### src/wss_pkg.sv
// ----------------------------------------------------------------------------
// wss_pkg: shared types and constants of the weighted spread sequencer
// Sizes, state encoding and the buses between controller and slot store.
// ----------------------------------------------------------------------------
package wss_pkg;

  localparam int MAX_ELEMENTS = 16;
  localparam int WEIGHT_BITS  = 16;

  // field widths fixed by the interface
  localparam int WGT_IN_W = 16;
  localparam int ELEM_W   = 5;
  localparam int TOT_W    = 20;

  localparam int W_W    = (WEIGHT_BITS < WGT_IN_W) ? WEIGHT_BITS : WGT_IN_W;
  localparam int CNT_W  = $clog2(MAX_ELEMENTS + 1);
  localparam int ADDR_W = $clog2(MAX_ELEMENTS);
  localparam int ID_W   = CNT_W;
  localparam int PROD_W = 2 * TOT_W;

  localparam logic OP_LOAD = 1'b0;
  localparam logic OP_REQ  = 1'b1;

  typedef enum logic [2:0] {
    ST_IDLE,
    ST_TOP,
    ST_FETCH,
    ST_CMP,
    ST_PARK,
    ST_DONE
  } wss_state_t;

  typedef struct packed {
    logic              rw_we;
    logic [ADDR_W-1:0] rw_addr;
    logic [W_W-1:0]    rw_data;
    logic              pt_we;
    logic [ADDR_W-1:0] pt_addr;
    logic [TOT_W-1:0]  pt_data;
    logic              id_we;
    logic [ADDR_W-1:0] id_addr;
    logic [ID_W-1:0]   id_data;
  } wss_wr_t;

  typedef struct packed {
    logic [W_W-1:0]   w;
    logic [TOT_W-1:0] pt;
    logic [ID_W-1:0]  id;
  } wss_rd_t;

endpackage

### src/weighted_spread_sequencer.sv
// ----------------------------------------------------------------------------
// weighted_spread_sequencer: weighted element sequence generator
// Loads append weighted slots; each request yields the next element id.
// ----------------------------------------------------------------------------
// Usage
//   Input channel (in_valid / in_stall): in_operation selects load (weight
//   appended as a new slot, ids from 1) or request. A load gives no result
//   and leaves the block idle, ready for a further transfer. Loads
//   beyond the slot capacity are dropped.
//   Result channel (out_valid / out_stall): one out_element per request,
//   0 once all loaded weight has been served.
//   Occupancy: a request holds the block through ST_TOP, one ST_FETCH/ST_CMP
//   pair per walk step, ST_PARK when the walk reaches the bottom slot, and
//   ST_DONE until the result register frees; at most N-1 downward swaps,
//   no walk with one slot loaded. Each walk step is one slot-store read plus
//   one pass through the shared multiply/compare unit; a failing compare or
//   the park state ends it. A request with nothing left to serve goes to
//   ST_DONE directly. The result is valid at the edge ending the occupancy.
//   Receiver stall: the result register holds; loads are still taken, and a
//   further request finishes its walk and waits until the register frees.
//   Reset (rst_n low, synchronous): empties all slots, clears the totals and
//   run counter, restores ids to slot index plus one, drops any result.
// ----------------------------------------------------------------------------
module weighted_spread_sequencer (
  input  logic                         clk,
  input  logic                         rst_n,
  input  logic                         in_valid,
  output logic                         in_stall,
  input  logic                         in_operation,
  input  logic [wss_pkg::WGT_IN_W-1:0] in_weight,
  output logic                         out_valid,
  input  logic                         out_stall,
  output logic [wss_pkg::ELEM_W-1:0]   out_element
);
  import wss_pkg::*;

  // slot store interface
  logic [ADDR_W-1:0] rd_addr;
  wss_wr_t           wr;
  wss_rd_t           rd;

  // walk unit interface
  logic [TOT_W-1:0]  run_cnt;
  logic [W_W-1:0]    mov_w;
  logic              swap_ok;

  wss_slot_mem u_mem (
    .clk     (clk),
    .rst_n   (rst_n),
    .rd_addr (rd_addr),
    .wr      (wr),
    .rd      (rd)
  );

  // compares the moving slot's weight with run counter x prefix sum below
  wss_walk_unit u_walk (
    .clk      (clk),
    .run_cnt  (run_cnt),
    .lower_pt (rd.pt),
    .mov_w    (mov_w),
    .swap_ok  (swap_ok)
  );

  wss_ctrl u_ctrl (
    .clk          (clk),
    .rst_n        (rst_n),
    .in_valid     (in_valid),
    .in_operation (in_operation),
    .in_weight    (in_weight),
    .in_stall     (in_stall),
    .out_valid    (out_valid),
    .out_element  (out_element),
    .out_stall    (out_stall),
    .rd           (rd),
    .swap_ok      (swap_ok),
    .rd_addr      (rd_addr),
    .wr           (wr),
    .run_cnt      (run_cnt),
    .mov_w        (mov_w)
  );

endmodule

### src/wss_slot_mem.sv
// ----------------------------------------------------------------------------
// wss_slot_mem: per-slot weight, prefix sum and id store
// One registered read port, one write port per array; ids default to index+1.
// ----------------------------------------------------------------------------
module wss_slot_mem (
  input  logic                       clk,
  input  logic                       rst_n,
  input  logic [wss_pkg::ADDR_W-1:0] rd_addr,
  input  wss_pkg::wss_wr_t           wr,
  output wss_pkg::wss_rd_t           rd
);
  import wss_pkg::*;

  logic [W_W-1:0]          rw_mem_r [MAX_ELEMENTS];
  logic [TOT_W-1:0]        pt_mem_r [MAX_ELEMENTS];
  logic [ID_W-1:0]         id_mem_r [MAX_ELEMENTS];
  logic [MAX_ELEMENTS-1:0] id_vld_r;
  wss_rd_t                 rd_r;

  always_ff @(posedge clk) begin
    if (wr.rw_we) rw_mem_r[wr.rw_addr] <= wr.rw_data;
    if (wr.pt_we) pt_mem_r[wr.pt_addr] <= wr.pt_data;
    if (wr.id_we) id_mem_r[wr.id_addr] <= wr.id_data;
    rd_r.w  <= rw_mem_r[rd_addr];
    rd_r.pt <= pt_mem_r[rd_addr];
    // untouched slot still carries its reset id
    rd_r.id <= id_vld_r[rd_addr] ? id_mem_r[rd_addr] : ID_W'(rd_addr) + ID_W'(1);
  end

  always_ff @(posedge clk) begin
    if (!rst_n) begin
      id_vld_r <= '0;
    end else if (wr.id_we) begin
      id_vld_r[wr.id_addr] <= 1'b1;
    end
  end

  assign rd = rd_r;

endmodule

### src/wss_walk_unit.sv
// ----------------------------------------------------------------------------
// wss_walk_unit: shared multiply and compare for the swap walk
// Registers run counter x lower prefix sum, then tests weight <= product.
// ----------------------------------------------------------------------------
module wss_walk_unit (
  input  logic                      clk,
  input  logic [wss_pkg::TOT_W-1:0] run_cnt,
  input  logic [wss_pkg::TOT_W-1:0] lower_pt,
  input  logic [wss_pkg::W_W-1:0]   mov_w,
  output logic                      swap_ok
);
  import wss_pkg::*;

  logic [PROD_W-1:0] prod_r;

  always_ff @(posedge clk) begin
    prod_r <= PROD_W'(run_cnt) * PROD_W'(lower_pt);
  end

  assign swap_ok = (PROD_W'(mov_w) <= prod_r);

endmodule

### src/wss_ctrl.sv
// ----------------------------------------------------------------------------
// wss_ctrl: sequencer of the weighted spread sequencer
// Handles loads, walks the requested slot downwards, drives the result.
// ----------------------------------------------------------------------------
module wss_ctrl (
  input  logic                         clk,
  input  logic                         rst_n,
  input  logic                         in_valid,
  input  logic                         in_operation,
  input  logic [wss_pkg::WGT_IN_W-1:0] in_weight,
  output logic                         in_stall,
  output logic                         out_valid,
  output logic [wss_pkg::ELEM_W-1:0]   out_element,
  input  logic                         out_stall,
  input  wss_pkg::wss_rd_t             rd,
  input  logic                         swap_ok,
  output logic [wss_pkg::ADDR_W-1:0]   rd_addr,
  output wss_pkg::wss_wr_t             wr,
  output logic [wss_pkg::TOT_W-1:0]    run_cnt,
  output logic [wss_pkg::W_W-1:0]      mov_w
);
  import wss_pkg::*;

  wss_state_t        state_r, state_nxt;
  logic [CNT_W-1:0]  loaded_r, loaded_nxt;
  logic [TOT_W-1:0]  gt_r, gt_nxt;
  logic [TOT_W-1:0]  served_r, served_nxt;
  logic [TOT_W-1:0]  rc_r, rc_nxt;
  logic [ADDR_W-1:0] top_r, top_nxt;
  logic [W_W-1:0]    mov_w_r, mov_w_nxt;
  logic [ID_W-1:0]   mov_id_r, mov_id_nxt;
  logic [ID_W-1:0]   ret_r, ret_nxt;
  logic              swapped_r, swapped_nxt;
  logic              out_valid_r, out_valid_nxt;
  logic [ELEM_W-1:0] out_element_r, out_element_nxt;

  logic              in_acc;
  logic              req_live;
  logic              out_free;
  logic [W_W-1:0]    load_w;
  logic [TOT_W-1:0]  load_sum;
  logic              top_zero;

  assign in_acc   = in_valid && (state_r == ST_IDLE);
  assign req_live = (loaded_r != '0) && (served_r < gt_r);
  assign out_free = !out_valid_r || !out_stall;
  assign load_w   = in_weight[W_W-1:0];
  assign load_sum = gt_r + TOT_W'(load_w);
  assign top_zero = (rd.w == '0);

  // next state
  always_comb begin
    state_nxt = state_r;
    case (state_r)
      ST_IDLE: begin
        if (in_acc && (in_operation == OP_REQ)) state_nxt = req_live ? ST_TOP : ST_DONE;
      end
      ST_TOP:   state_nxt = (top_r == '0) ? ST_DONE : ST_FETCH;
      ST_FETCH: state_nxt = ST_CMP;
      ST_CMP: begin
        if (swap_ok) state_nxt = (top_r == ADDR_W'(1)) ? ST_PARK : ST_FETCH;
        else         state_nxt = ST_DONE;
      end
      ST_PARK: state_nxt = ST_DONE;
      ST_DONE: begin
        if (out_free) state_nxt = ST_IDLE;
      end
      default: state_nxt = ST_IDLE;
    endcase
  end

  // datapath controls and register updates
  always_comb begin
    loaded_nxt      = loaded_r;
    gt_nxt          = gt_r;
    served_nxt      = served_r;
    rc_nxt          = rc_r;
    top_nxt         = top_r;
    mov_w_nxt       = mov_w_r;
    mov_id_nxt      = mov_id_r;
    ret_nxt         = ret_r;
    swapped_nxt     = swapped_r;
    out_valid_nxt   = out_valid_r && out_stall;
    out_element_nxt = out_element_r;
    wr              = '0;
    rd_addr         = top_r - ADDR_W'(1);
    case (state_r)
      ST_IDLE: begin
        rd_addr = ADDR_W'(loaded_r - CNT_W'(1));
        if (in_acc) begin
          if (in_operation == OP_LOAD) begin
            if (loaded_r < CNT_W'(MAX_ELEMENTS)) begin
              gt_nxt     = load_sum;
              wr.rw_we   = 1'b1;
              wr.rw_addr = ADDR_W'(loaded_r);
              wr.rw_data = load_w;
              wr.pt_we   = 1'b1;
              wr.pt_addr = ADDR_W'(loaded_r);
              wr.pt_data = load_sum;
              loaded_nxt = loaded_r + CNT_W'(1);
            end
          end else begin
            swapped_nxt = 1'b0;
            if (req_live) begin
              top_nxt    = ADDR_W'(loaded_r - CNT_W'(1));
              served_nxt = served_r + TOT_W'(1);
              rc_nxt     = rc_r + TOT_W'(1);
            end else begin
              ret_nxt = '0;
            end
          end
        end
      end
      ST_TOP: begin
        // spend one unit of the top slot, saturating at zero
        wr.rw_we   = 1'b1;
        wr.rw_addr = top_r;
        wr.rw_data = top_zero ? rd.w : rd.w - W_W'(1);
        wr.pt_we   = 1'b1;
        wr.pt_addr = top_r;
        wr.pt_data = top_zero ? rd.pt : rd.pt - TOT_W'(1);
        mov_w_nxt  = top_zero ? rd.w : rd.w - W_W'(1);
        mov_id_nxt = rd.id;
        ret_nxt    = rd.id;
      end
      ST_FETCH: begin
        rd_addr = top_r - ADDR_W'(1);
      end
      ST_CMP: begin
        if (swap_ok) begin
          // lower slot moves up; moving slot stays in registers
          wr.rw_we    = 1'b1;
          wr.rw_addr  = top_r;
          wr.rw_data  = rd.w;
          wr.id_we    = 1'b1;
          wr.id_addr  = top_r;
          wr.id_data  = rd.id;
          wr.pt_we    = 1'b1;
          wr.pt_addr  = top_r - ADDR_W'(1);
          wr.pt_data  = rd.pt + TOT_W'(mov_w_r) - TOT_W'(rd.w);
          top_nxt     = top_r - ADDR_W'(1);
          swapped_nxt = 1'b1;
          rd_addr     = top_r - ADDR_W'(2);
        end else begin
          wr.rw_we   = 1'b1;
          wr.rw_addr = top_r;
          wr.rw_data = mov_w_r;
          wr.id_we   = 1'b1;
          wr.id_addr = top_r;
          wr.id_data = mov_id_r;
        end
      end
      ST_PARK: begin
        wr.rw_we   = 1'b1;
        wr.rw_addr = top_r;
        wr.rw_data = mov_w_r;
        wr.id_we   = 1'b1;
        wr.id_addr = top_r;
        wr.id_data = mov_id_r;
      end
      ST_DONE: begin
        if (out_free) begin
          out_valid_nxt   = 1'b1;
          out_element_nxt = ELEM_W'(ret_r);
          if (swapped_r) rc_nxt = '0;
        end
      end
      default: ;
    endcase
  end

  always_ff @(posedge clk) begin
    if (!rst_n) begin
      state_r     <= ST_IDLE;
      loaded_r    <= '0;
      gt_r        <= '0;
      served_r    <= '0;
      rc_r        <= '0;
      swapped_r   <= 1'b0;
      out_valid_r <= 1'b0;
    end else begin
      state_r     <= state_nxt;
      loaded_r    <= loaded_nxt;
      gt_r        <= gt_nxt;
      served_r    <= served_nxt;
      rc_r        <= rc_nxt;
      swapped_r   <= swapped_nxt;
      out_valid_r <= out_valid_nxt;
    end
  end

  always_ff @(posedge clk) begin
    top_r         <= top_nxt;
    mov_w_r       <= mov_w_nxt;
    mov_id_r      <= mov_id_nxt;
    ret_r         <= ret_nxt;
    out_element_r <= out_element_nxt;
  end

  assign in_stall    = (state_r != ST_IDLE);
  assign out_valid   = out_valid_r;
  assign out_element = out_element_r;
  assign run_cnt     = rc_r;
  assign mov_w       = mov_w_r;

endmodule

### config.mk
export PLATFORM = sky130hd
export DESIGN_NAME = weighted_spread_sequencer
export DESIGN_NICKNAME = d
export VERILOG_FILES = /design/src/wss_pkg.sv /design/src/weighted_spread_sequencer.sv /design/src/wss_slot_mem.sv /design/src/wss_walk_unit.sv /design/src/wss_ctrl.sv
export SDC_FILE = /design/constraint.sdc
export NUM_CORES = 2
export LEC_CHECK = 0
export BUFFER_PORTS_ARGS = -buffer_cell sky130_fd_sc_hd__buf_2
export CAP_MARGIN = 25
export CORE_MARGIN = 1
export CORE_UTILIZATION = 58
export CTS_CLUSTER_DIAMETER = 30
export DETAILED_ROUTE_END_ITERATION = 12
export GPL_ROUTABILITY_DRIVEN = 0
export PLACE_DENSITY = 0.83
export SLEW_MARGIN = 25
export SYNTH_ARGS = -nofsm -noshare
export SYNTH_HDL_FRONTEND = slang
export SYNTH_SLANG_ARGS = --single-unit
### constraint.sdc
create_clock -name clk -period 6.9 [get_ports clk]
set_input_delay 1.38 -clock clk [delete_from_list [all_inputs] [get_ports clk]]
set_output_delay 1.38 -clock clk [all_outputs]
set_load 0.005 [all_outputs]
==> impl.org <==
** Global routing
- Largest net degree at the start of global routing :: 121
- Vias in the first global route :: 35500
- Wire length of the first global-routing pass :: 212000 um
- Global Route Usage Sum :: 0.329
- The number of antenna violations at the first check in global routing is 2.
- Summed over all layers, the global routing overflow is 0.

** Finish
- Counting the fill cells in the layout gives 5380.
- Final std cells w/o fill :: 5353
- Compared with the post-synthesis result, the final layout area differs by 15.8%.
- In the final layout, the share of cells above drive strength 1 is 0.184.
- The net count of the finished layout is 4676.

** Logic synthesis
- For this run, the number of Yosys warnings is 0.
- Synthesis produced 3898 cells.
- Synthesized area per cell :: 12.9 um2
- In the synthesized netlist the dominant register cell turns out to be sky130_fd_sc_hd__edfxtp_1.
- The number of nets handed over by synthesis was 4493.
- For this run, asynchronously set or reset flops after synthesis account for 0.
- Number of synthesized flops with an enable pin :: 691
- In this run, distinct cell masters in the synthesized netlist total 88.
- Flip-flop and latch count after synthesis :: 858
- Post-Syn Area :: 50200 um2
- Share of synthesized area occupied by flip-flops and latches :: 0.480

** Place
- The wire-length estimate of the detail-placed layout is 88700 um.
- Worst setup timing slack at the placement stage :: -0.131 ns
- In this run, placement finished with an instance count of 5064.
- PortBufs :: 27

** Setup path
- STA puts the critical path data required time at 7.54 ns.
- The worst setup path is launched from a flip-flop.
- Critical path type :: reg -> reg
- Critical Path Fanout Max :: 5
- At the worst endpoint, the arrival time is 7.54 ns.
- The worst setup path is captured at a flip-flop.

** Timing
- For the final routed database, the setup TNS stands at 0 ns.
- Final setup slack of the worst path :: 0.00175 ns
- Relative slew slack :: 0.210
- Period utilization :: 1.00
- Setup skew after layout :: 0.0840 ns
- Subtracting the final worst setup slack from the clock period gives 6.90 ns.
- RSZ-0062 raised after global routing :: yes
- Number of failing setup endpoints in the final timing report :: 0
- For the pin with the worst max-slew slack, the measured transition is 1.17 ns.
- Number of pins exceeding their max-slew limit in the final report :: 0
- Static timing analysis puts the maximum clock frequency at 0.145 GHz.
- The hold violation total from the final report is 0.

** Clock network
- Clock Latency Late Sink :: 0.80 ns
- Clock transition at path regs :: 0.05 ns
- For this design, the sink count on the clock tree is 858.
- Number of CTS-inserted buffers :: 149
- The clock passes through at most 3 buffers.
- TritonCTS built the clock tree.
- CTS HTree Levels :: 4
- The tree is rooted in a sky130_fd_sc_hd__clkbuf_16.

** Power and ir drop
- The analysis attributes to cell leakage a power of 0.0239 uW.
- Across the VDD grid, the largest voltage drop is 0.443 mV.
- Power per Cell Area :: 394 nW/um2

** Run
- The tool flagged a number of max-cap violations equal to 0.

** Drt
- In the final routed layout, each cell accounts on average for 26.6 um.
- Uppermost metal layer occupied by signal nets :: met5
- Violation count after the first detailed-routing iteration :: 4150
- Vias after detailed routing :: 34200
- The detailed router put a total of 48300 um of wire on met1.
- Wire segments on met3 add up to 14800 um in the final route.
- First-pass DRT Iterations :: 12
- Remaining routing DRC violations :: 0
- Metal2 WL :: 67400 um
- The detail route stage leaves a number of antenna-violating nets equal to 0.
- After detailed routing, the total wire length is 142000 um.
- In the routed layout, each cell is associated on average with a via count of 6.40.

** Hold path
- Class of the tightest hold or removal check :: reg -> reg

** Floorplanning
- The floorplan step defined a core boundary enclosing 85400 um2.
- Die boundary width :: 296 um
- Placement row count :: 107
- The die is 296 um tall.
- For this configuration, the core starts out at a cell density of 0.588.
- 28 I/O pins were placed.
- Die outline area :: 87700 um2

** Run status
- The flow ran to the end, and the final reports show no timing, DRC or antenna violations.
-- cells by family (layout without fill, tap and decap cells) --
logic type,count (synthesis),after routing,share of synthesized area
mux,297,297,0.0995
fa+ha+maj,574,574,0.193
simple gates,915,915,0.0902
buf+inv,683,992,0.0529
other cells,0,2,0
compound gates,455,455,0.0638
flops,858,858,0.480
xor+xnor,116,116,0.0202
-- cells in the mapped netlist (30+ instances only) --
cell type                  count  share of area
sky130_fd_sc_hd__and2_1      223          0.028
sky130_fd_sc_hd__buf_2        38         0.0038
sky130_fd_sc_hd__inv_1       499          0.037
sky130_fd_sc_hd__clkbuf_1    128         0.0096
sky130_fd_sc_hd__ha_1        237          0.059
sky130_fd_sc_hd__nand3_1      33         0.0033
sky130_fd_sc_hd__nor3_1       30         0.0030
sky130_fd_sc_hd__nor2_1      149          0.011
sky130_fd_sc_hd__a21o_1       49         0.0073
sky130_fd_sc_hd__nand2_1     333          0.025
sky130_fd_sc_hd__dfxtp_1     167          0.067
sky130_fd_sc_hd__a21oi_1     104          0.010
sky130_fd_sc_hd__fa_1        337           0.13
sky130_fd_sc_hd__o21ai_0      63         0.0063
sky130_fd_sc_hd__edfxtp_1    691           0.41
sky130_fd_sc_hd__mux4_2      160          0.072
sky130_fd_sc_hd__xor2_1       31         0.0054
sky130_fd_sc_hd__mux2i_1     125          0.025
sky130_fd_sc_hd__a21boi_0     30         0.0045
sky130_fd_sc_hd__xnor2_1      85          0.015
-- final cells by class --
class	count	area (um2)	share of cell area
clock buffers	176	3960	0.0681
clock inverters	101	1200	0.0207
well taps	1144	1430	0.0246
multi-input cells	2357	23900	0.410
diodes	2	5.00	0.0000861
inverters	501	1880	0.0324
flip-flops and latches	858	24100	0.415
repair buffers	214	1680	0.0289
-- metrics by stage --
step / cell area [um2] / utilization / power (uW) / hold WS [ns]
floorplan: 50300 / - / 12500 / 0.400
global placement: 52600 / 0.616 / 14600 / 0.407
detailed placement: 52600 / 0.616 / 14900 / 0.415
CTS: 57800 / 0.677 / 22600 / 0.430
global route: 58200 / 0.681 / 23600 / 0.430
finish: 58200 / 0.681 / 22900 / 0.426
-- power breakdown --
group,internal [uW],switching [uW]
registers,6590,514
logic,3280,5050
clock network,4600,2870
-- what timing repair did --
item                       in CTS  in global routing
hold buffers                    0                  0
hold endpoints to repair        0                  0
setup endpoints to repair       4                  6
pin swaps                       4                 34
cloned                          0                  1
setup buffers                   0                  7
gates resized for setup        12                 73
-- critical path, cell delays in order, from the launching register on --
cell and delay [ns]:
sky130_fd_sc_hd__dfxtp_2 0.33, sky130_fd_sc_hd__inv_4 0.08, sky130_fd_sc_hd__buf_4 0.13, sky130_fd_sc_hd__nor2_1 0.07, sky130_fd_sc_hd__fa_1 0.56, sky130_fd_sc_hd__inv_1 0.08
sky130_fd_sc_hd__fa_2 0.58, sky130_fd_sc_hd__fa_1 0.45, sky130_fd_sc_hd__fa_1 0.54, sky130_fd_sc_hd__inv_1 0.05, sky130_fd_sc_hd__fa_1 0.38, sky130_fd_sc_hd__fa_1 0.51
sky130_fd_sc_hd__inv_1 0.05, sky130_fd_sc_hd__fa_1 0.47, sky130_fd_sc_hd__inv_1 0.04, sky130_fd_sc_hd__ha_1 0.28, sky130_fd_sc_hd__o21a_1 0.19, sky130_fd_sc_hd__o211ai_1 0.20
sky130_fd_sc_hd__a41oi_2 0.17, sky130_fd_sc_hd__and3_4 0.21, sky130_fd_sc_hd__a221oi_4 0.30, sky130_fd_sc_hd__o31ai_4 0.08, sky130_fd_sc_hd__a21o_1 0.19, sky130_fd_sc_hd__or4b_1 0.47
sky130_fd_sc_hd__a31o_1 0.20, sky130_fd_sc_hd__xor2_1 0.14
-- worst paths after layout --
kind / start / endpoint / slack (ns) / cells past startpoint
hold / removal: u_ctrl.ret_r[4] / u_ctrl.out_element[4] / 0.43 / 0
setup reg to reg: u_ctrl.run_cnt[10] / u_walk.prod_r[38] / 0.002 / 25
setup / recovery: u_ctrl.run_cnt[10] / u_walk.prod_r[38] / 0.002 / 25
hold reg to reg: u_ctrl.ret_r[4] / u_ctrl.out_element[4] / 0.43 / 0
-- placed cells by master (no fill, tap or decap), types with 17 or more instances in the layout --
cell / n
sky130_fd_sc_hd__buf_2: 27
sky130_fd_sc_hd__o21bai_1: 17
sky130_fd_sc_hd__edfxtp_1: 691
sky130_fd_sc_hd__ha_1: 231
sky130_fd_sc_hd__nor3_1: 26
sky130_fd_sc_hd__fa_1: 329
sky130_fd_sc_hd__mux2i_1: 125
sky130_fd_sc_hd__inv_6: 20
sky130_fd_sc_hd__and2_1: 219
sky130_fd_sc_hd__buf_4: 170
sky130_fd_sc_hd__a21o_1: 49
sky130_fd_sc_hd__or3_1: 17
sky130_fd_sc_hd__dfxtp_2: 17
sky130_fd_sc_hd__xor2_1: 31
sky130_fd_sc_hd__o21a_1: 26
sky130_fd_sc_hd__mux4_2: 160
sky130_fd_sc_hd__clkinv_4: 21
sky130_fd_sc_hd__inv_1: 489
sky130_fd_sc_hd__o21ai_0: 60
sky130_fd_sc_hd__nand3_1: 32
sky130_fd_sc_hd__o31ai_1: 23
sky130_fd_sc_hd__or4_1: 17
sky130_fd_sc_hd__and3_1: 20
sky130_fd_sc_hd__a21boi_0: 30
sky130_fd_sc_hd__nor2_1: 114
sky130_fd_sc_hd__clkbuf_16: 151
sky130_fd_sc_hd__a21oi_1: 100
sky130_fd_sc_hd__nor2_2: 31
sky130_fd_sc_hd__nand4_1: 27
sky130_fd_sc_hd__dfxtp_1: 144
sky130_fd_sc_hd__xnor2_1: 85
sky130_fd_sc_hd__o211ai_1: 17
sky130_fd_sc_hd__nand2_1: 330
-- state kept, by name, summed over array words and instances, names as in the netlist --
register	count
u_ctrl.swapped_r	1
u_walk.prod_r	40
u_ctrl.out_valid	1
u_ctrl.loaded_r	5
u_mem.pt_mem_r	320
u_ctrl.state_r	3
u_mem.rw_mem_r	256
u_ctrl.gt_r	20
u_ctrl.mov_w	16
u_ctrl.run_cnt	20
u_ctrl.out_element	5
u_ctrl.mov_id_r	5
u_ctrl.served_r	20
u_mem.rd	41
u_ctrl.top_r	4
u_mem.id_vld_r	16
u_mem.id_mem_r	80
u_ctrl.ret_r	5
-- layer usage --
metal	vias to the layer above	track usage
met1	17000	0.388
met5	-	0.00166
met2	2424	0.533
met4	4	0.230
li1	14100	-
met3	727	0.0782
Power figures use the tool's default switching activity.
